$ cat config.mk
export PLATFORM = sky130hd
export DESIGN_NAME = led_matrix_frame_scan
export DESIGN_NICKNAME = d
export VERILOG_FILES = /design/src/sv/lmfs_pkg.sv /design/src/sv/lmfs_col_unit.sv /design/src/sv/lmfs_frame_store.sv /design/src/sv/led_matrix_frame_scan.sv
export VERILOG_INCLUDE_DIRS = /design/src /design/src/sv
export SDC_FILE = /design/constraint.sdc
export NUM_CORES = 1
export LEC_CHECK = 0
export BUFFER_PORTS_ARGS = -buffer_cell sky130_fd_sc_hd__buf_2
export CAP_MARGIN = 20
export CORE_UTILIZATION = 54
export CTS_CLUSTER_DIAMETER = 60
export CTS_CLUSTER_SIZE = 12
export DETAILED_ROUTE_END_ITERATION = 10
export GPL_TIMING_DRIVEN = 0
export PLACE_DENSITY = 0.73
export RECOVER_POWER = 50
export SYNTH_ARGS = -nofsm -noshare
export SYNTH_HDL_FRONTEND = slang
export SYNTH_SLANG_ARGS = --single-unit
$ cat constraint.sdc
create_clock -name aclk -period 4.8 [get_ports aclk]
set_input_delay 0.72 -clock aclk [delete_from_list [all_inputs] [get_ports aclk]]
set_output_delay 0.72 -clock aclk [all_outputs]
set_load 0.005 [all_outputs]
$ cat src/sv/led_matrix_frame_scan_macros.svh
// Assertion macros for the LED matrix frame scan block.
// Used by led_matrix_frame_scan.sv; expects aclk and aresetn in scope.
`ifndef LED_MATRIX_FRAME_SCAN_MACROS_SVH
`define LED_MATRIX_FRAME_SCAN_MACROS_SVH

`ifndef SYNTHESIS

// Same-cycle implication, checked out of reset.
`define LMFS_ASSERT_NOW(name, ante, cons) \
    name: assert property (@(posedge aclk) disable iff (!aresetn) (ante) |-> (cons)) \
        else $error("lmfs same-cycle check failed");

// Next-cycle implication, checked out of reset.
`define LMFS_ASSERT_NEXT(name, ante, cons) \
    name: assert property (@(posedge aclk) disable iff (!aresetn) (ante) |=> (cons)) \
        else $error("lmfs next-cycle check failed");

`else

`define LMFS_ASSERT_NOW(name, ante, cons)
`define LMFS_ASSERT_NEXT(name, ante, cons)

`endif

`endif

$ cat src/sv/lmfs_pkg.sv
// Shared types, codes and helpers for the LED matrix frame scan block.
// Used by the column unit, the frame store and the top level.
package lmfs_pkg;

    localparam int NUM_COLUMNS = 11;
    localparam int NUM_ROWS    = 5;

    // Column address width and the width of a column count.
    localparam int IDX_W = $clog2(NUM_COLUMNS);
    localparam int CNT_W = $clog2(NUM_COLUMNS + 1);
    localparam int ROW_W = 3;
    localparam int REQ_W = 3;
    localparam int DIV_W = 8;
    localparam int CFG_IDX_W  = 2;
    localparam int CFG_DATA_W = 8;

    typedef logic [NUM_ROWS-1:0] word_t;

    localparam word_t TOP_BIT  = word_t'(1) << (NUM_ROWS - 1);
    localparam word_t ROW_MASK = '1;

    // Request codes.
    localparam logic [REQ_W-1:0] REQ_TICK   = 3'd0;
    localparam logic [REQ_W-1:0] REQ_CLEAR  = 3'd1;
    localparam logic [REQ_W-1:0] REQ_SET    = 3'd2;
    localparam logic [REQ_W-1:0] REQ_OR     = 3'd3;
    localparam logic [REQ_W-1:0] REQ_HSHIFT = 3'd4;
    localparam logic [REQ_W-1:0] REQ_VSHIFT = 3'd5;

    // Configuration register indexes.
    localparam logic [CFG_IDX_W-1:0] REG_COLS_IN_USE = 2'd0;
    localparam logic [CFG_IDX_W-1:0] REG_SLOWDOWN    = 2'd1;

    // Operations of the shared column unit.
    typedef enum logic [2:0] {
        UOP_PASS,
        UOP_ZERO,
        UOP_SETPIX,
        UOP_OR,
        UOP_VSHIFT,
        UOP_KEEP_IF_WRAP
    } uop_t;

    typedef struct packed {
        uop_t             op;
        logic [ROW_W-1:0] row;
        logic             pixel_on;
        word_t            bits;
        logic             direction;
        logic             wrap_around;
    } unit_ctrl_t;

    typedef struct packed {
        logic             en;
        logic [IDX_W-1:0] addr;
        word_t            data;
    } store_wr_t;

    // One-hot row select inside a column word; row 0 is the top bit.
    function automatic word_t row_sel(input logic [ROW_W-1:0] row);
        row_sel = TOP_BIT >> row;
    endfunction

endpackage

$ cat src/sv/lmfs_col_unit.sv
// Shared column unit: transforms one column word per cycle.
// Depends on lmfs_pkg.
module lmfs_col_unit import lmfs_pkg::*; (
    input  unit_ctrl_t ctrl,
    input  word_t      word_in,
    output word_t      word_out,
    output logic       scan_bit
);

    word_t sel;

    assign sel      = row_sel(ctrl.row);
    assign scan_bit = |(word_in & sel);

    // Column word transform selected by the sequencer.
    always_comb begin
        word_out = word_in;
        unique case (ctrl.op)
            UOP_PASS:   word_out = word_in;
            UOP_ZERO:   word_out = '0;
            UOP_SETPIX: word_out = (word_in & ~sel) | (ctrl.pixel_on ? sel : '0);
            UOP_OR:     word_out = word_in | ctrl.bits;
            UOP_VSHIFT: begin
                if (!ctrl.direction) begin
                    word_out = word_in << 1;
                    if (ctrl.wrap_around) begin
                        word_out[0] = word_in[NUM_ROWS-1];
                    end
                end else begin
                    word_out = word_in >> 1;
                    if (ctrl.wrap_around) begin
                        word_out[NUM_ROWS-1] = word_in[0];
                    end
                end
            end
            UOP_KEEP_IF_WRAP: word_out = ctrl.wrap_around ? word_in : '0;
            default:    word_out = word_in;
        endcase
    end

endmodule

$ cat src/sv/lmfs_frame_store.sv
// Frame buffer: one column word per column, one read and one write port.
// Depends on lmfs_pkg.
module lmfs_frame_store import lmfs_pkg::*; (
    input  logic             aclk,
    input  logic             aresetn,
    input  logic [IDX_W-1:0] rd_addr,
    output word_t            rd_data,
    input  store_wr_t        wr
);

    word_t frame_reg [NUM_COLUMNS];

    // Addresses past the last column read as a dark column.
    assign rd_data = (32'(rd_addr) < NUM_COLUMNS) ? frame_reg[rd_addr] : '0;

    // Column write; reset darkens the whole frame.
    always_ff @(posedge aclk) begin
        if (!aresetn) begin
            for (int i = 0; i < NUM_COLUMNS; i++) begin
                frame_reg[i] <= '0;
            end
        end else if (wr.en && (32'(wr.addr) < NUM_COLUMNS)) begin
            frame_reg[wr.addr] <= wr.data;
        end
    end

endmodule

$ cat src/sv/led_matrix_frame_scan.sv
// LED matrix frame scan: a sequencer sweeps the frame one column per cycle
// through a shared column unit. Tick without scan, set pixel, OR column and
// unknown requests go from execute straight to output; clear and shifts sweep
// the columns in use (a left shift adds a tail step), a scanning tick all of
// them. One item at a time; the single frame port sets the sweep length.
// Synchronous active-low reset darkens the frame and clears divider and scan row.
`include "led_matrix_frame_scan_macros.svh"

module led_matrix_frame_scan import lmfs_pkg::*; (
    input  logic                  aclk,
    input  logic                  aresetn,
    // Configuration write channel.
    input  logic                  cfg_valid,
    output logic                  cfg_ready,
    input  logic [CFG_IDX_W-1:0]  cfg_index,
    input  logic [CFG_DATA_W-1:0] cfg_data,
    // Request channel.
    input  logic                  s_valid,
    output logic                  s_ready,
    input  logic [2:0]            s_req_type,
    input  logic [3:0]            s_column,
    input  logic [2:0]            s_row,
    input  logic                  s_pixel_on,
    input  logic [4:0]            s_column_bits,
    input  logic                  s_direction,
    input  logic                  s_wrap_around,
    // Result channel.
    output logic                  m_valid,
    input  logic                  m_ready,
    output logic                  m_scan_valid,
    output logic [4:0]            m_row_lines,
    output logic [10:0]           m_col_lines,
    output logic [4:0]            m_pixel_bits,
    output logic                  m_in_range
);

    localparam logic [2:0] S_IDLE = 3'd0;
    localparam logic [2:0] S_EXEC = 3'd1;
    localparam logic [2:0] S_LOOP = 3'd2;
    localparam logic [2:0] S_TAIL = 3'd3;
    localparam logic [2:0] S_OUT  = 3'd4;

    logic [2:0]             state_reg, state_next;
    logic [CNT_W-1:0]       cols_reg, cols_next;
    logic [DIV_W-1:0]       slow_reg, slow_next;
    logic [DIV_W-1:0]       div_reg, div_next;
    logic [ROW_W-1:0]       scan_row_reg, scan_row_next;
    logic [IDX_W-1:0]       idx_reg, idx_next;
    word_t                  carry_reg, carry_next;
    logic [NUM_COLUMNS-1:0] col_acc_reg, col_acc_next;

    logic [REQ_W-1:0]       req_reg, req_next;
    logic [3:0]             col_reg, col_next;
    logic [ROW_W-1:0]       row_reg, row_next;
    logic                   pix_reg, pix_next;
    word_t                  bits_reg, bits_next;
    logic                   dir_reg, dir_next;
    logic                   wrap_reg, wrap_next;

    logic                   sv_reg, sv_next;
    word_t                  rl_reg, rl_next;
    word_t                  pb_reg, pb_next;
    logic                   ir_reg, ir_next;

    logic                   m_valid_reg, m_valid_next;
    logic                   m_sv_reg, m_sv_next;
    word_t                  m_rl_reg, m_rl_next;
    logic [NUM_COLUMNS-1:0] m_cl_reg, m_cl_next;
    word_t                  m_pb_reg, m_pb_next;
    logic                   m_ir_reg, m_ir_next;

    logic [IDX_W-1:0]       rd_addr;
    word_t                  rd_data;
    store_wr_t              wr;
    unit_ctrl_t             uctl;
    word_t                  unit_in;
    word_t                  unit_out;
    logic                   scan_bit;

    logic [DIV_W-1:0]       div_inc;
    logic                   col_out_of_range;
    logic [CNT_W-1:0]       sweep_len;
    logic                   sweep_last;
    logic [IDX_W-1:0]       last_used;

    lmfs_frame_store u_store (
        .aclk    (aclk),
        .aresetn (aresetn),
        .rd_addr (rd_addr),
        .rd_data (rd_data),
        .wr      (wr)
    );

    lmfs_col_unit u_unit (
        .ctrl     (uctl),
        .word_in  (unit_in),
        .word_out (unit_out),
        .scan_bit (scan_bit)
    );

    assign cfg_ready    = 1'b1;
    assign s_ready      = (state_reg == S_IDLE);
    assign m_valid      = m_valid_reg;
    assign m_scan_valid = m_sv_reg;
    assign m_row_lines  = m_rl_reg;
    assign m_col_lines  = m_cl_reg;
    assign m_pixel_bits = m_pb_reg;
    assign m_in_range   = m_ir_reg;

    // Helper values for the sequencer.
    assign div_inc          = div_reg + DIV_W'(1);
    assign col_out_of_range = (8'(col_reg) >= 8'(cols_reg));
    assign sweep_len        = (req_reg == REQ_TICK) ? CNT_W'(NUM_COLUMNS) : cols_reg;
    assign sweep_last       = ((CNT_W'(idx_reg) + CNT_W'(1)) == sweep_len);
    assign last_used        = IDX_W'(cols_reg - CNT_W'(1));

    // Sequencer: one frame access and one pass of the column unit per cycle.
    always_comb begin
        state_next    = state_reg;
        cols_next     = cols_reg;
        slow_next     = slow_reg;
        div_next      = div_reg;
        scan_row_next = scan_row_reg;
        idx_next      = idx_reg;
        carry_next    = carry_reg;
        col_acc_next  = col_acc_reg;
        req_next      = req_reg;
        col_next      = col_reg;
        row_next      = row_reg;
        pix_next      = pix_reg;
        bits_next     = bits_reg;
        dir_next      = dir_reg;
        wrap_next     = wrap_reg;
        sv_next       = sv_reg;
        rl_next       = rl_reg;
        pb_next       = pb_reg;
        ir_next       = ir_reg;
        m_valid_next  = m_valid_reg;
        m_sv_next     = m_sv_reg;
        m_rl_next     = m_rl_reg;
        m_cl_next     = m_cl_reg;
        m_pb_next     = m_pb_reg;
        m_ir_next     = m_ir_reg;

        rd_addr          = idx_reg;
        unit_in          = rd_data;
        uctl.op          = UOP_PASS;
        uctl.row         = row_reg;
        uctl.pixel_on    = pix_reg;
        uctl.bits        = bits_reg;
        uctl.direction   = dir_reg;
        uctl.wrap_around = wrap_reg;
        wr.en            = 1'b0;
        wr.addr          = idx_reg;
        wr.data          = unit_out;

        // Configuration writes; out-of-range values are clamped.
        if (cfg_valid) begin
            if (cfg_index == REG_COLS_IN_USE) begin
                cols_next = (cfg_data[3:0] > 4'(NUM_COLUMNS)) ?
                            CNT_W'(NUM_COLUMNS) : CNT_W'(cfg_data[3:0]);
            end else if (cfg_index == REG_SLOWDOWN) begin
                slow_next = (cfg_data == '0) ? DIV_W'(1) : cfg_data;
            end
        end

        // A taken result frees the output register.
        if (m_ready) begin
            m_valid_next = 1'b0;
        end

        unique case (state_reg)
            S_IDLE: begin
                if (s_valid) begin
                    req_next     = s_req_type;
                    col_next     = s_column;
                    row_next     = s_row;
                    pix_next     = s_pixel_on;
                    bits_next    = s_column_bits;
                    dir_next     = s_direction;
                    wrap_next    = s_wrap_around;
                    sv_next      = 1'b0;
                    rl_next      = ROW_MASK;
                    pb_next      = '0;
                    ir_next      = 1'b1;
                    col_acc_next = '0;
                    idx_next     = '0;
                    state_next   = S_EXEC;
                end
            end

            S_EXEC: begin
                state_next = S_OUT;
                unique case (req_reg)
                    REQ_TICK: begin
                        div_next = div_inc;
                        if (div_inc >= slow_reg) begin
                            div_next      = '0;
                            sv_next       = 1'b1;
                            rl_next       = ~(word_t'(1) << scan_row_reg);
                            row_next      = scan_row_reg;
                            scan_row_next = (32'(scan_row_reg) == NUM_ROWS - 1) ?
                                            '0 : scan_row_reg + ROW_W'(1);
                            state_next    = S_LOOP;
                        end
                    end
                    REQ_CLEAR: begin
                        if (cols_reg != '0) begin
                            state_next = S_LOOP;
                        end
                    end
                    REQ_SET, REQ_OR: begin
                        rd_addr = IDX_W'(col_reg);
                        wr.addr = IDX_W'(col_reg);
                        uctl.op = (req_reg == REQ_SET) ? UOP_SETPIX : UOP_OR;
                        if (col_out_of_range) begin
                            ir_next = 1'b0;
                        end else if (req_reg == REQ_OR) begin
                            wr.en = 1'b1;
                        end else if (32'(row_reg) < NUM_ROWS) begin
                            wr.en   = 1'b1;
                            pb_next = pix_reg ? row_sel(row_reg) : '0;
                        end
                    end
                    REQ_HSHIFT: begin
                        if (cols_reg != '0) begin
                            // Right shift starts from the last used column.
                            if (dir_reg) begin
                                rd_addr    = last_used;
                                uctl.op    = UOP_KEEP_IF_WRAP;
                                carry_next = unit_out;
                            end
                            state_next = S_LOOP;
                        end
                    end
                    REQ_VSHIFT: begin
                        if (cols_reg != '0) begin
                            state_next = S_LOOP;
                        end
                    end
                    default: begin
                        state_next = S_OUT;
                    end
                endcase
            end

            S_LOOP: begin
                unique case (req_reg)
                    REQ_TICK: begin
                        col_acc_next[idx_reg] = scan_bit;
                    end
                    REQ_CLEAR: begin
                        uctl.op = UOP_ZERO;
                        wr.en   = 1'b1;
                    end
                    REQ_HSHIFT: begin
                        if (!dir_reg) begin
                            // Left: each column moves one place down.
                            if (idx_reg == '0) begin
                                carry_next = rd_data;
                            end else begin
                                wr.en   = 1'b1;
                                wr.addr = idx_reg - IDX_W'(1);
                            end
                        end else begin
                            // Right: write the carried column, keep this one.
                            unit_in    = carry_reg;
                            wr.en      = 1'b1;
                            carry_next = rd_data;
                        end
                    end
                    REQ_VSHIFT: begin
                        uctl.op = UOP_VSHIFT;
                        wr.en   = 1'b1;
                    end
                    default: begin
                        wr.en = 1'b0;
                    end
                endcase
                if (sweep_last) begin
                    state_next = (req_reg == REQ_HSHIFT && !dir_reg) ? S_TAIL : S_OUT;
                end else begin
                    idx_next = idx_reg + IDX_W'(1);
                end
            end

            S_TAIL: begin
                // Left shift end: old first column or dark into the last one.
                unit_in    = carry_reg;
                uctl.op    = UOP_KEEP_IF_WRAP;
                wr.en      = 1'b1;
                wr.addr    = last_used;
                state_next = S_OUT;
            end

            S_OUT: begin
                if (!m_valid_reg || m_ready) begin
                    m_valid_next = 1'b1;
                    m_sv_next    = sv_reg;
                    m_rl_next    = rl_reg;
                    m_cl_next    = col_acc_reg;
                    m_pb_next    = pb_reg;
                    m_ir_next    = ir_reg;
                    state_next   = S_IDLE;
                end
            end

            default: begin
                state_next = S_IDLE;
            end
        endcase
    end

    // Control state with reset.
    always_ff @(posedge aclk) begin
        if (!aresetn) begin
            state_reg    <= S_IDLE;
            cols_reg     <= CNT_W'(NUM_COLUMNS);
            slow_reg     <= DIV_W'(1);
            div_reg      <= '0;
            scan_row_reg <= '0;
            m_valid_reg  <= 1'b0;
        end else begin
            state_reg    <= state_next;
            cols_reg     <= cols_next;
            slow_reg     <= slow_next;
            div_reg      <= div_next;
            scan_row_reg <= scan_row_next;
            m_valid_reg  <= m_valid_next;
        end
    end

    // Working and payload registers.
    always_ff @(posedge aclk) begin
        idx_reg     <= idx_next;
        carry_reg   <= carry_next;
        col_acc_reg <= col_acc_next;
        req_reg     <= req_next;
        col_reg     <= col_next;
        row_reg     <= row_next;
        pix_reg     <= pix_next;
        bits_reg    <= bits_next;
        dir_reg     <= dir_next;
        wrap_reg    <= wrap_next;
        sv_reg      <= sv_next;
        rl_reg      <= rl_next;
        pb_reg      <= pb_next;
        ir_reg      <= ir_next;
        m_sv_reg    <= m_sv_next;
        m_rl_reg    <= m_rl_next;
        m_cl_reg    <= m_cl_next;
        m_pb_reg    <= m_pb_next;
        m_ir_reg    <= m_ir_next;
    end

    // A scanning result drives exactly one row low.
    `LMFS_ASSERT_NOW(a_one_row_low, m_valid_reg && m_sv_reg, $countones(~m_rl_reg) == 1)
    // A result without a scan leaves rows and columns dark.
    `LMFS_ASSERT_NOW(a_idle_dark, m_valid_reg && !m_sv_reg, m_rl_reg == ROW_MASK && m_cl_reg == '0)
    // The scan row and the column count stay inside the frame.
    `LMFS_ASSERT_NOW(a_bounds, 1'b1, 32'(scan_row_reg) < NUM_ROWS && 32'(cols_reg) <= NUM_COLUMNS)
    // An accepted request keeps the block busy in the next cycle.
    `LMFS_ASSERT_NEXT(a_busy_after_transfer, s_valid && s_ready, !s_ready)

endmodule

==> out/qor.yml, run 1 <==
logic_synthesis:
  synth_enable_flop_cells: 123
  synth_area_sq_um: 8090
  synth-main-ff-cell: "edfxtp_1"
  synthCells: 751
  synth_cell_type_count: 74
  syn_avg_cell_area_sq_um: 10.8
  synthTopCellsByArea: "edfxtp_1 (46%), dfxtp_1 (7.9%), and2_1 (3.7%)"
  seq_area_frac_synth: 0.535
  synth_top_area_frac: 0.456
  ys_ff_latch: 155
  syn_nets: 808
  yosysWarnings: 0
  async_flop_share: 0
  yosysTopAreaCell: "edfxtp_1"
die:
  core_area_sq_um: 14600
  fp.dieH_um: 124
  die_w_um: 124
  fp.dieArea_sq_um: 15500
  std_cell_rows: 44
  io-pin-count: 59
  start_util: 0.555
clocking:
  cts_setup_buffers: 0
  clk_path_buf_depth: 2
  cts_sinks: 155
  path_clk_slew_ns: 0.06
  cts-root-buf: "clkbuf_16"
  cts_tree: "yes"
  hold_buffers: 0
  insertion_delay_ns: 0.43
  h-tree-depth: 4
  cts_buffers: 17
  cts_resized: 0
global_routing:
  grt_first_pass_wirelength_mm: 31.7
  grt_overflow: 0
  antenna_found_initial: 0
  grt_pass1_vias: 6106
  grt_max_degree: 17
  grt_usage: 0.265
layout:
  final_common_cell: "edfxtp_1"
  n_antenna_cell: 0
  largest_reg_flops: 55
  layoutNonFillerInstCount: 1027
  drive_above_1_share: 0.140
  area.growth.synth_to_final_pct: 13.2
  layout_common_cells: "edfxtp_1 (123), nor2_1 (76), nand2_1 (52), buf_2 (52), a21oi_1 (51)"
  nets: 887
sta:
  rsz0062_at_grt: "no"
  finalSetupViolCount: 0
  skew_ns: 0.00940
  slew_headroom: -0.0499
  max_freq_ghz: 0.225
  period_minus_slack_ns: 4.44
  hold_violations: 0
  tightest_slew_ns: 1.56
  fin_tns_setup_ns: 0
  timing.final.crit_share: 0.926
  slew_violations: 12
  worst_hold_slack_ns: 0.414
routing:
  routedWlPerCell_um: 19.5
  drc: 0
  drt-pass1-iter-count: 6
  wl_mm: 20.0
  drt_first_iter_violations: 672
  ant_nets: 0
  via_count: 6384
  viasPerCell: 6.22
power_and_ir_drop:
  max-vdd-ir-drop_mv: 0.280
  p_per_area_nw_per_um2: 377
  leakagePower_uw: 0.00341
setup_path:
  cp.buffers_inverters: 5
  cp_top_family: "buffers and inverters"
  path_common_cell: "clkbuf_1"
  critPathSlowestCell: "o21ai_0"
  cp-start-kind: "register"
  reg2reg_from: "state_reg[0]"
  end_kind: "register"
  worstPathArrival_ns: 4.50
  cp.required_ns: 4.85
  crit_chain: "clkbuf_1 -> nand3_1 -> inv_1 -> clkbuf_1 -> and2_1 -> clkbuf_1 -> a32oi_1 -> nand2b_1 -> or3_1 -> clkbuf_1 -> o21ai_0"
  critPathKind: "reg -> reg"
  crit_path_start: "state_reg[0]"
  critical-path-max-stage-delay_ns: 0.79
  critical_path.max_fanout: 10
min_path:
  hp-class: "reg -> reg"
  hp-start: "pb_reg[4]"
place:
  place_hpwl_mm: 14.7
  io_buffers: 57
  gp_congestion: 0.889
  place_inst: 995
flow_run:
  drv_cap: 1
run_status:
  violations: "capacitance limit, slew limit"
  status: "complete, but fails checks"
-- logic make-up (layout without fill, tap and decap cells) --
logic type	Yosys count	after routing	share of synthesized area
AO/OA/AOI/OAI	192	192	0.161
XOR/XNOR	19	19	0.0206
adder cells (fa/ha/maj)	24	24	0.0371
buffers and inverters	67	159	0.0366
flip-flops	155	155	0.535
multiplexers	28	28	0.0454
other	1	1	0.000463
AND/OR/NAND/NOR	265	265	0.163
-- area by class of cell --
class,count,area (sq um)
Timing Repair Buffer,60,283
Multi-Input combinational cell,529,3460
Fill cell,1170,5420
Buffer,38,185
Tap cell,184,230
Sequential cell,155,4330
Inverter,29,109
Clock inverter,13,128
Clock buffer,19,433
-- power breakdown --
| part | switching [uW] | total [uW] | internal, uW |
|---|---|---|---|
| clock | 536 | 1290 | 758 |
| sequential | 38.0 | 1570 | 1530 |
| combinational | 395 | 588 | 193 |
| total | 969 | 3450 | 2480 |
-- stage by stage --
stage,util,setup WS (ns),power (uW),area [sq um]
finish,0.628,0.356,3450,9170
global route,0.628,0.103,3560,9170
CTS,0.630,0.673,3450,9200
detailed placement,0.592,0.702,2170,8640
global placement,0.590,0.378,2150,8610
floorplan,-,1.34,1980,8090
-- path summary, 6_finish.rpt --
| kind | slack (ns) | to | cells after the start |
|---|---|---|---|
| worst min-delay path | 0.41 | m_pixel_bits[4] | 0 |
| worst min register to register | 0.41 | m_pixel_bits[4] | 0 |
| worst max-delay path | 0.36 | u_store.frame_reg[1][2] | 11 |
| worst max register to register | 0.36 | u_store.frame_reg[1][2] | 11 |
-- worst reg2reg max path, cell delays in order, from the launching register on --
cell and delay [ns]:
dfxtp_1 0.30, clkbuf_1 0.38, nand3_1 0.21, inv_1 0.13
clkbuf_1 0.43, and2_1 0.20, clkbuf_1 0.39, a32oi_1 0.28
nand2b_1 0.24, or3_1 0.47, clkbuf_1 0.23, o21ai_0 0.79
-- synthesized netlist by cell type, types with 4 or more instances --
cell type  count
a31oi_1        5
nor2_1        76
a21oi_1       51
edfxtp_1     123
a311oi_1      10
o211ai_1       9
a22oi_1        7
a32oi_1       11
mux2i_1       21
clkbuf_1      21
dfxtp_1       32
or3_1          4
nor3_1        19
ha_1          24
nor2b_1        9
nand3_1       24
buf_2          8
nor3b_1        4
o21ba_2        4
nand2_1       52
o21ai_1        5
nand2b_1       7
and3_1         4
o21ai_0       42
a21o_1         7
a211oi_1       4
and2_1        48
xnor2_1       10
inv_1         28
xor2_1         9
-- routing by layer --
metal	global-route usage	vias up	wire length, um	part of all wire
met5	0	-	0	0
met4	0.0992	0	560	0.028
met3	0.0588	58	1250	0.062
met2	0.428	282	9360	0.47
met1	0.348	3111	8870	0.44
li1	-	2933	-	-
Note: power is estimated with default switching activity, not from simulation.
==> run 2: changes to the inputs <==
--- a/config.mk
+++ b/config.mk
@@ -6,6 +6,7 @@
 export SDC_FILE = /design/constraint.sdc
 export NUM_CORES = 1
 export LEC_CHECK = 0
+export ABC_AREA = 1
 export BUFFER_PORTS_ARGS = -buffer_cell sky130_fd_sc_hd__buf_2
 export CAP_MARGIN = 20
 export CORE_UTILIZATION = 54
==> out/qor.yml, run 2 <==
global_routing:
  grt_max_degree: 18  # +1
  grt_first_pass_wirelength_mm: 31.4  # -1.1%
  antenna_found_initial: 0  # unchanged
  grt_usage: 0.258  # -0.00637
  grt_pass1_vias: 6391  # +4.7%
  grt_overflow: 0  # unchanged
sta:
  hold_violations: 0  # unchanged
  slew_violations: 0  # -12
  timing.final.crit_share: 0.793  # -0.133
  period_minus_slack_ns: 3.81  # -0.637 ns
  tightest_slew_ns: 0.889  # -0.669 ns
  slew_headroom: 0.407  # +0.457
  fin_tns_setup_ns: 0  # unchanged
  finalSetupViolCount: 0  # unchanged
  skew_ns: 0.0101  # +0.000649 ns
  max_freq_ghz: 0.263  # +17%
  rsz0062_at_grt: "no"
setup_path:
  worstPathArrival_ns: 3.93  # -0.57 ns
  critical_path.max_fanout: 8  # -2
  crit_chain: "clkbuf_1 -> inv_1 -> ha_1 -> nand2_1 -> nand3_1 -> o211ai_1 -> o211ai_1 -> nand2_1 -> inv_2 -> o21ai_1 -> nand2_1 -> nor2_4 -> nand2_1 -> nor2_1 -> nand2_1 -> nand2_1"
  cp-start-kind: "register"
  critPathSlowestCell: "edfxtp_1"
  critPathKind: "reg -> reg"
  cp.required_ns: 4.92  # +0.07 ns
  cp.buffers_inverters: 3  # -2
  end_kind: "register"
  cp_top_family: "simple AND/OR/NAND/NOR gates"
  critical-path-max-stage-delay_ns: 0.38  # -0.41 ns
  path_common_cell: "nand2_1"
  r2r_slack_ns: 0.99  # +0.64 ns
layout:
  drive_above_1_share: 0.123  # -0.0168
  layout_common_cells: "nand2_1 (168), inv_1 (135), edfxtp_1 (123)"
  final_common_cell: "nand2_1"
  largest_reg_flops: 55  # unchanged
  layoutNonFillerInstCount: 1207  # +18%
  n_antenna_cell: 0  # unchanged
  fillers: 1302  # +11%
  nets: 1067  # +20%
  area.growth.synth_to_final_pct: 13.3  # about the same
power_and_ir_drop:
  p_int_uw: 2670  # +7.5%
  leakagePower_uw: 0.00390  # +15%
  max-vdd-ir-drop_mv: 0.260  # -7.1%
  swShare: 0.342  # +0.0613
  clockPowerShare: 0.326  # -0.049
  comb_power_share: 0.260  # +0.090
  power_frac_seq: 0.415  # -0.040
  p_switching_uw: 1390  # +43%
  p_per_area_nw_per_um2: 438  # +16%
logic_synthesis:
  synth-xor-area-share: 0.0128  # -0.00771
  async_flop_share: 0  # unchanged
  synth_enable_flop_cells: 123  # unchanged
  syn_nets: 988  # +22%
  yosysWarnings: 0  # unchanged
  yosys.area_share.simple: 0.233  # +0.0703
  seq_area_frac_synth: 0.530  # -0.00573
  synth-main-ff-cell: "edfxtp_1"
  synthTopCellsByArea: "edfxtp_1 (45%), dfxtp_1 (7.8%), nand2_1 (7.7%)"
  synthCells: 931  # +24%
  yosysTopAreaCell: "edfxtp_1"
  synth_area_sq_um: 8180  # +1.1%
  synth_compound_area_frac: 0.0999  # -0.0615
  synth_common_cells: "nand2_1 (168), inv_1 (134), edfxtp_1 (123), nor2_1 (97), nand3_1 (95)"
  synth.most_common_cell: "nand2_1"
  synthMuxAreaShare: 0  # -0.0454
  ys_ff_latch: 155  # unchanged
  synthAdderAreaFrac: 0.0367  # -0.000397
  syn_avg_cell_area_sq_um: 8.79  # -18%
  synth_top_area_frac: 0.451  # -0.00489
  synth_top_family_by_area: "simple AND/OR/NAND/NOR gates"
  synth_cell_type_count: 45  # -39%
min_path:
  hp-class: "reg -> reg"
place:
  place_hpwl_mm: 14.3  # -3.0%
  io_buffers: 57  # unchanged
  place_inst: 1175  # +18%
  gp_congestion: 0.939  # +5.6%
clocking:
  hold_buffers: 0  # unchanged
  cts_setup_buffers: 0  # unchanged
  path_clk_slew_ns: 0.07  # about the same
  cts_buffers: 17  # unchanged
  h-tree-depth: 4  # unchanged
  cts-root-buf: "clkbuf_16"
  cts_sinks: 155  # unchanged
  cts_resized: 0  # unchanged
  cts_tree: "yes"
  insertion_delay_ns: 0.43  # about the same
  clk_path_buf_depth: 2  # unchanged
die:
  io-pin-count: 59  # unchanged
  std_cell_rows: 44  # unchanged
  fp.dieH_um: 125  # +0.53%
  die_w_um: 125  # +0.53%
  fp.dieArea_sq_um: 15600  # +1.1%
  core_area_sq_um: 14600  # +0.38%
  start_util: 0.559  # +0.00390
routing:
  drt-pass1-iter-count: 7  # +1
  routedWlPerCell_um: 15.8  # -19%
  via_count: 6601  # +3.4%
  viasPerCell: 5.47  # -12%
  wl_mm: 19.0  # -5.1%
  ant_nets: 0  # unchanged
  drc: 0  # unchanged
  drt_first_iter_violations: 485  # -28%
run_status:
  status: "complete, no violations"
flow_run:
  drv_cap: 0  # -1
## run 2: worst paths after layout
check	startpoint	endpoint	cells past startpoint
max	idx_reg[0]	u_store.frame_reg[8][3]	16
min	sv_reg	m_scan_valid	0
max reg2reg	idx_reg[0]	u_store.frame_reg[8][3]	16
min reg2reg	sv_reg	m_scan_valid	0
## run 2: area by class of cell
class	instances	area, sq um	area share
Clock buffer	18	429	0.0463
Sequential cell	155	4330	0.468
Tap cell	184	230	0.0248
Buffer	30	174	0.0188
Multi-Input combinational cell	603	3130	0.337
Timing Repair Buffer	60	284	0.0306
Clock inverter	14	155	0.0167
Inverter	143	537	0.0579
## run 2: cell families (layout without fill, tap and decap cells)
kind of cell,count (synthesis),in the layout
buffers and inverters,173,265
XOR/XNOR,12,12
AND/OR/NAND/NOR,422,422
adder cells (fa/ha/maj),24,24
AO/OA/AOI/OAI,144,144
other,1,1
flip-flops,155,155
## run 2: routing by layer
layer | up-vias | track usage | wire length (um)
met4 | 0 | 0.122 | 664
met2 | 218 | 0.438 | 9080
met1 | 3046 | 0.324 | 8360
met5 | - | 0 | 0
met3 | 50 | 0.0428 | 910
li1 | 3287 | - | -
## run 2: power by group through the flow
stage / Sequential (uW) / Clock (uW) / Combinational [uW]
after global placement: 1710 / 0 / 1030
after CTS: 1680 / 1330 / 1060
final: 1680 / 1320 / 1050
after global routing: 1690 / 1390 / 1190
after detailed placement: 1710 / 0 / 1060
after floorplan: 1690 / 0 / 755
## run 2: through the flow
stage / setup WS, ns / cell area (sq um) / hold WS [ns] / util / power, uW
after global placement: 1.10 / 8700 / 0.401 / 0.594 / 2740
after detailed placement: 1.10 / 8740 / 0.405 / 0.597 / 2770
after floorplan: 1.87 / 8180 / 0.400 / - / 2440
after global routing: 0.600 / 9270 / 0.428 / 0.633 / 4270
after CTS: 1.09 / 9330 / 0.421 / 0.637 / 4080
final: 0.993 / 9270 / 0.419 / 0.633 / 4060
